### src/hdl/daw_pkg.sv
// Shared types and constants of the delay-based AIMD congestion window unit.
package daw_pkg;

	// Configuration register indexes.
	localparam int CFG_IDX_W = 3;
	localparam logic [CFG_IDX_W-1:0] REG_SMOOTHING_GAIN  = 3'd0;
	localparam logic [CFG_IDX_W-1:0] REG_DECREASE_FACTOR = 3'd1;
	localparam logic [CFG_IDX_W-1:0] REG_INCREASE_STEP   = 3'd2;
	localparam logic [CFG_IDX_W-1:0] REG_TIMEOUT_GAIN    = 3'd3;
	localparam logic [CFG_IDX_W-1:0] REG_INITIAL_WINDOW  = 3'd4;
	localparam logic [CFG_IDX_W-1:0] REG_INITIAL_RTT     = 3'd5;

	// Register values after reset.
	localparam logic [15:0] RST_SMOOTHING_GAIN  = 16'd52429;
	localparam logic [15:0] RST_DECREASE_FACTOR = 16'd32768;
	localparam logic [15:0] RST_INCREASE_STEP   = 16'd256;
	localparam logic [15:0] RST_TIMEOUT_GAIN    = 16'd512;
	localparam logic [15:0] RST_INITIAL_WINDOW  = 16'd10;
	localparam logic [15:0] RST_INITIAL_RTT     = 16'd100;

	// One datagram in Q16.16.
	localparam logic [31:0] WINDOW_ONE = 32'h0001_0000;
	// Quotient bits produced by the serial divider.
	localparam int DIV_STEPS = 40;
	localparam int DIV_CNT_W = 6;

	// Datapath commands.
	localparam int CMD_W = 5;
	typedef logic [CMD_W-1:0] cmd_t;
	localparam cmd_t CMD_NONE       = 5'd0;
	localparam cmd_t CMD_LOAD       = 5'd1;
	localparam cmd_t CMD_TO_MUL     = 5'd2;
	localparam cmd_t CMD_TO_SET     = 5'd3;
	localparam cmd_t CMD_SCAN_DUP   = 5'd4;
	localparam cmd_t CMD_INSERT     = 5'd5;
	localparam cmd_t CMD_SCAN_PURGE = 5'd6;
	localparam cmd_t CMD_CUT_MUL    = 5'd7;
	localparam cmd_t CMD_CUT_SET    = 5'd8;
	localparam cmd_t CMD_EST_MUL    = 5'd9;
	localparam cmd_t CMD_MEAS_MUL   = 5'd10;
	localparam cmd_t CMD_EST_SUM    = 5'd11;
	localparam cmd_t CMD_DIV_INIT   = 5'd12;
	localparam cmd_t CMD_DIV_STEP   = 5'd13;
	localparam cmd_t CMD_DIV_ADD    = 5'd14;
	localparam cmd_t CMD_SCAN_MATCH = 5'd15;
	localparam cmd_t CMD_EMIT       = 5'd16;

	// Status returned by the datapath to the controller.
	typedef struct packed {
		logic is_ack;
		logic scan_done;
		logic div_done;
		logic cut;
		logic grow_ok;
		logic matched;
		logic out_free;
	} status_t;

endpackage

### src/hdl/daw_ctrl.sv
// Controller state machine sequencing the datapath for one item at a time.
module daw_ctrl import daw_pkg::*; (
	input  logic    clk,
	input  logic    arst_n,
	input  logic    in_valid,
	output logic    in_ready,
	input  status_t status,
	output cmd_t    cmd
);

	localparam logic [4:0] S_IDLE       = 5'd0;
	localparam logic [4:0] S_ROUTE      = 5'd1;
	localparam logic [4:0] S_TO_MUL     = 5'd2;
	localparam logic [4:0] S_TO_SET     = 5'd3;
	localparam logic [4:0] S_SCAN_DUP   = 5'd4;
	localparam logic [4:0] S_INSERT     = 5'd5;
	localparam logic [4:0] S_PURGE      = 5'd6;
	localparam logic [4:0] S_CUT_MUL    = 5'd7;
	localparam logic [4:0] S_CUT_SET    = 5'd8;
	localparam logic [4:0] S_EST_MUL    = 5'd9;
	localparam logic [4:0] S_MEAS_MUL   = 5'd10;
	localparam logic [4:0] S_EST_SUM    = 5'd11;
	localparam logic [4:0] S_CMP        = 5'd12;
	localparam logic [4:0] S_DIV_INIT   = 5'd13;
	localparam logic [4:0] S_DIV_STEP   = 5'd14;
	localparam logic [4:0] S_DIV_ADD    = 5'd15;
	localparam logic [4:0] S_MATCH      = 5'd16;
	localparam logic [4:0] S_EMIT       = 5'd17;

	logic [4:0] state_q, state_d;
	logic       second_q, second_d;

	// Next state and command.
	always_comb begin
		state_d  = state_q;
		second_d = second_q;
		cmd      = CMD_NONE;
		case (state_q)
			S_IDLE: begin
				second_d = 1'b0;
				if (in_valid) begin
					cmd     = CMD_LOAD;
					state_d = S_ROUTE;
				end
			end
			S_ROUTE: state_d = status.is_ack ? S_EST_MUL : S_TO_MUL;
			S_TO_MUL: begin
				cmd     = CMD_TO_MUL;
				state_d = S_TO_SET;
			end
			S_TO_SET: begin
				cmd     = CMD_TO_SET;
				state_d = status.is_ack ? S_EMIT : S_SCAN_DUP;
			end
			S_SCAN_DUP: begin
				cmd = CMD_SCAN_DUP;
				if (status.scan_done) begin
					state_d = S_INSERT;
				end
			end
			S_INSERT: begin
				cmd     = CMD_INSERT;
				state_d = S_PURGE;
			end
			S_PURGE: begin
				cmd = CMD_SCAN_PURGE;
				if (status.scan_done) begin
					state_d = status.cut ? S_CUT_MUL : S_EMIT;
				end
			end
			S_CUT_MUL: begin
				cmd     = CMD_CUT_MUL;
				state_d = S_CUT_SET;
			end
			S_CUT_SET: begin
				cmd     = CMD_CUT_SET;
				state_d = S_EMIT;
			end
			S_EST_MUL: begin
				cmd     = CMD_EST_MUL;
				state_d = S_MEAS_MUL;
			end
			S_MEAS_MUL: begin
				cmd     = CMD_MEAS_MUL;
				state_d = S_EST_SUM;
			end
			S_EST_SUM: begin
				cmd     = CMD_EST_SUM;
				state_d = S_CMP;
			end
			S_CMP: state_d = status.grow_ok ? S_DIV_INIT : S_MATCH;
			S_DIV_INIT: begin
				cmd     = CMD_DIV_INIT;
				state_d = S_DIV_STEP;
			end
			S_DIV_STEP: begin
				if (status.div_done) begin
					state_d = S_DIV_ADD;
				end else begin
					cmd = CMD_DIV_STEP;
				end
			end
			S_DIV_ADD: begin
				cmd     = CMD_DIV_ADD;
				state_d = second_q ? S_TO_MUL : S_MATCH;
			end
			S_MATCH: begin
				cmd = CMD_SCAN_MATCH;
				if (status.scan_done) begin
					if (status.matched) begin
						second_d = 1'b1;
						state_d  = S_DIV_INIT;
					end else begin
						state_d = S_TO_MUL;
					end
				end
			end
			S_EMIT: begin
				if (status.out_free) begin
					cmd     = CMD_EMIT;
					state_d = S_IDLE;
				end
			end
			default: state_d = S_IDLE;
		endcase
	end

	// State registers.
	always_ff @(posedge clk or negedge arst_n) begin
		if (!arst_n) begin
			state_q  <= S_IDLE;
			second_q <= 1'b0;
		end else begin
			state_q  <= state_d;
			second_q <= second_d;
		end
	end

	assign in_ready = state_q == S_IDLE;

endmodule

### config.mk
export PLATFORM = sky130hd
export DESIGN_NAME = daw_ctrl
export DESIGN_NICKNAME = d
export VERILOG_FILES = /design/src/hdl/daw_pkg.sv /design/src/hdl/daw_ctrl.sv
export SDC_FILE = /design/constraint.sdc
export NUM_CORES = 1
export LEC_CHECK = 0
export BUFFER_PORTS_ARGS = -buffer_cell sky130_fd_sc_hd__buf_4
export CORE_MARGIN = 1.5
export CORE_UTILIZATION = 45
export CTS_CLUSTER_DIAMETER = 100
export DETAILED_ROUTE_END_ITERATION = 8
export GPL_TIMING_DRIVEN = 0
export PLACE_DENSITY_LB_ADDON = 0.1
export RECOVER_POWER = 100
export SLEW_MARGIN = 40
export SYNTH_ARGS = -nofsm -noshare
export SYNTH_HDL_FRONTEND = slang
export SYNTH_SLANG_ARGS = --single-unit
### constraint.sdc
create_clock -name clk -period 3 [get_ports clk]
set_input_delay 0.75 -clock clk [delete_from_list [all_inputs] [get_ports clk]]
set_output_delay 0.75 -clock clk [all_outputs]
set_load 0.005 [all_outputs]
==> impl_results.md <==
- Clk Latency, worst-skew pair: between 0.2 and 0.25 ns
- Post-Synth Simple-Gate Area: 27.6%
- CP required: approximately 2.3 ns
- Peak supply drop: between 0.5 and 0.6 mV
- DP HPWL: roughly 1.4 mm
- Cells after Synth: 94
- Sequential share of the synthesized area: approximately 22%
- Post-route cell area: just over 800 µm²
- Avg Cell Area, Syn: 7.28 µm²
- Largest net degree at the start of global routing: 11
- Largest family of logic cells by synthesized area: compound AO/OA/AOI/OAI gates
- Gr usage total: approximately 23%
- Via-to-Cell Ratio: ~6.3
- Syn-to-layout area delta: 20.8%
- Via count: approximately 810
- Global-route wire length before repair: about 3.1 mm
- Initial Utilization: 50.1%
- Mux share of post-synthesis cell area: 3.11%
- CTS tree: done
- Area of the die: around 0.0018 mm²
- Reg2Reg Capture Point: state_q[1]
- Drt drc: 0
- Worst Path Arrival: between 1.5 and 2 ns
- Routed wire length: roughly 2.0 mm
- Layout cells sized above 1: roughly 22%
- Cts hold-fix bufs: 0
- Initial antenna violation count: 0
- Post-CTS setup repair buffer count: 0
- IO Count: 16
- Number of port buffers: 15
- R2R setup slack: ~0.7 ns
- CTS Root Cell: clkbuf_4
- Post-Synth XOR/XNOR Area: 0%
- Area post-placement: slightly above 800 µm²
- Max transition margin: a little over 50%
- # clock sinks: 6
- Synth Area in Adders: 0%
- Number of synthesized flops with an enable pin: 0
- Clk buf depth: 2
- Hold Vio Cnt, Final: 0
- Area of the core: roughly 0.0014 mm²
- CP max FO: 7
- Drt initial violations: 53
- TritonCTS Buffers: 3
- Mapped Nets: around 100
- Distinct cell type count after synthesis: 38
- Hold_ws: approximately 0.37 ns
- Sum of negative setup slack: 0 ns
- CP Launch Point: state_q[1]
- CTS-repair resized insts: 0
- Rows: 13
- CP Class: reg -> out
- Clock transition at path regs: around 0.040 ns
- Worst setup EP type: output pin
- Status: completed
- Vias in the first global route: roughly 700
- Ant diodes: 0
- Critical Path End: cmd[2]
- R2R cell count: 5
- Total congestion overflow: 0
- Max-slew violation count: 0
- Fin crit period: between 2 and 3 ns
- Die W: 42 µm
- Hold/Removal Path Class: in -> async
- Synth Warn #: 0
- Synth Register Bits: 6
- Initial DRT Pass Iterations: 4
- Reg-to-reg startpoint: state_q[1]
- Final ANT Viol Nets: 0
- Area of the mapped netlist: between 600 and 700 µm²
- H-tree depth: 1
- RSZ-0062 raised after global routing: no
- PwrDens: approximately 950 mW/mm²
- Slew @ Worst Pin: 0.738 ns
- Wirelength per Cell: roughly 15 µm
- # Max-Cap Violations: 0
- Clk_skew: around 0.0022 ns
- Worst setup SP type: register
- FFs w/ async S/R, synth: 100%
- P_leak: roughly 0.4 nW
- Endpoints failing setup: 0
- Die Y-Extent: between 40 and 50 µm
- Final #Nets: 124
- Fill cells: between 100 and 150
- Post-synthesis compound-gate area fraction: about two fifths
- Ys flop type: dfrtp_1
- FMAX: 0.389 GHz
- Routability cong.: approximately 0.92
- Fin crit share: approximately 86%
[stage by stage]
stage	utilization, %	cells	power [W]	setup WS [ns]
4_1_cts	61.4	127	0.000789	0.700
3_5_place_dp	59.7	124	0.000714	0.828
2_1_floorplan	-	94	0.000538	1.09
6_report	60.5	127	0.000786	0.432
3_3_place_gp	59.7	124	0.000708	0.816
5_1_grt	60.5	127	0.000848	0.334
[final cells by class]
cell class                 instances  area (µm²)  share of cell area, %
clock buffer                       3        22.5                   2.72
buffer                             5        22.5                   2.72
tap                               15        18.8                   2.27
inverter                           6        22.5                   2.72
multi-input combinational         77         482                   58.2
sequential                         6         150                   18.2
timing repair buffer              15         109                   13.2
[state kept, by name, summed over array words and instances, names as in the netlist]
register and cells:
second_q 1, state_q 5
[worst min-delay path by stage]
| stage | startpoint | endpoint | slack (ns) | cells after the start |
|---|---|---|---|---|
| after floorplan | arst_n | second_q | 0.45 | 0 |
| after global placement | arst_n | second_q | 0.56 | 1 |
| after detailed placement | arst_n | second_q | 0.56 | 1 |
| after CTS | arst_n | second_q | 0.30 | 1 |
| after global routing | arst_n | second_q | 0.39 | 1 |
| final | arst_n | second_q | 0.37 | 1 |
[critical path, stage by stage (launching register included)]
cell and delay, ns:
dfrtp_1 0.46, nor3_1 0.65, mux2i_1 0.16, o32ai_1 0.15, buf_4 0.15
[where the power goes]
part           internal [W]  switching [W]  total [W]
Sequential         0.000111      0.0000439   0.000155
Clock             0.0000449      0.0000239  0.0000688
Combinational      0.000247       0.000315   0.000563
Total              0.000403       0.000383   0.000786
[synth_stat cells, drive strengths merged, types with 2 or more instances]
library cell  count  area, µm²
nor2             12       45.0
a21oi             9       45.0
o21ai             9       45.0
dfrtp             6        150
inv               6       22.5
buf               5       25.0
nand2             5       18.8
a211o             3       26.3
a21o              3       22.5
nand3             3       15.0
nor4              3       18.8
o22ai             3       18.8
a211oi            2       27.5
and2b             2       15.0
nand2b            2       12.5
nor3              2       15.0
o21a              2       15.0
[cell families after synthesis]
family / count (synthesis)
DFF: 6
muxes: 2
AOI/OAI and AO/OA: 40
and+or+nand+nor: 35
buffers and inverters: 11
[placed cells by master, fill, tap and decap left out, types with 2 or more instances in the layout]
| cell type | netlist | layout |
|---|---|---|
| buf_4 | 0 | 14 |
| nor2_1 | 12 | 12 |
| a21oi_1 | 9 | 9 |
| o21ai_0 | 4 | 6 |
| dfrtp_1 | 6 | 6 |
| nand2_1 | 5 | 5 |
| inv_1 | 4 | 4 |
| buf_2 | 5 | 3 |
| clkbuf_1 | 0 | 3 |
| nor4_1 | 3 | 3 |
| o22ai_1 | 3 | 3 |
| o21ai_1 | 5 | 3 |
| a211o_1 | 3 | 3 |
| nand3_1 | 3 | 3 |
| a21o_1 | 3 | 3 |
| clkbuf_4 | 0 | 3 |
| nor3_1 | 1 | 2 |
| nand2b_1 | 2 | 2 |
| and2b_1 | 2 | 2 |
| inv_2 | 2 | 2 |
| o21a_1 | 2 | 2 |
[layer usage]
metal | GRT usage, % | part of all wire (%) | up-vias
met3 | 3.45 | 8.7 | 2
li1 | - | - | 387
met5 | 0 | 0 | -
met2 | 34.1 | 45 | 44
met1 | 30.6 | 46 | 372
met4 | 13.5 | 0.41 | 0
Power figures use the tool's default switching activity.
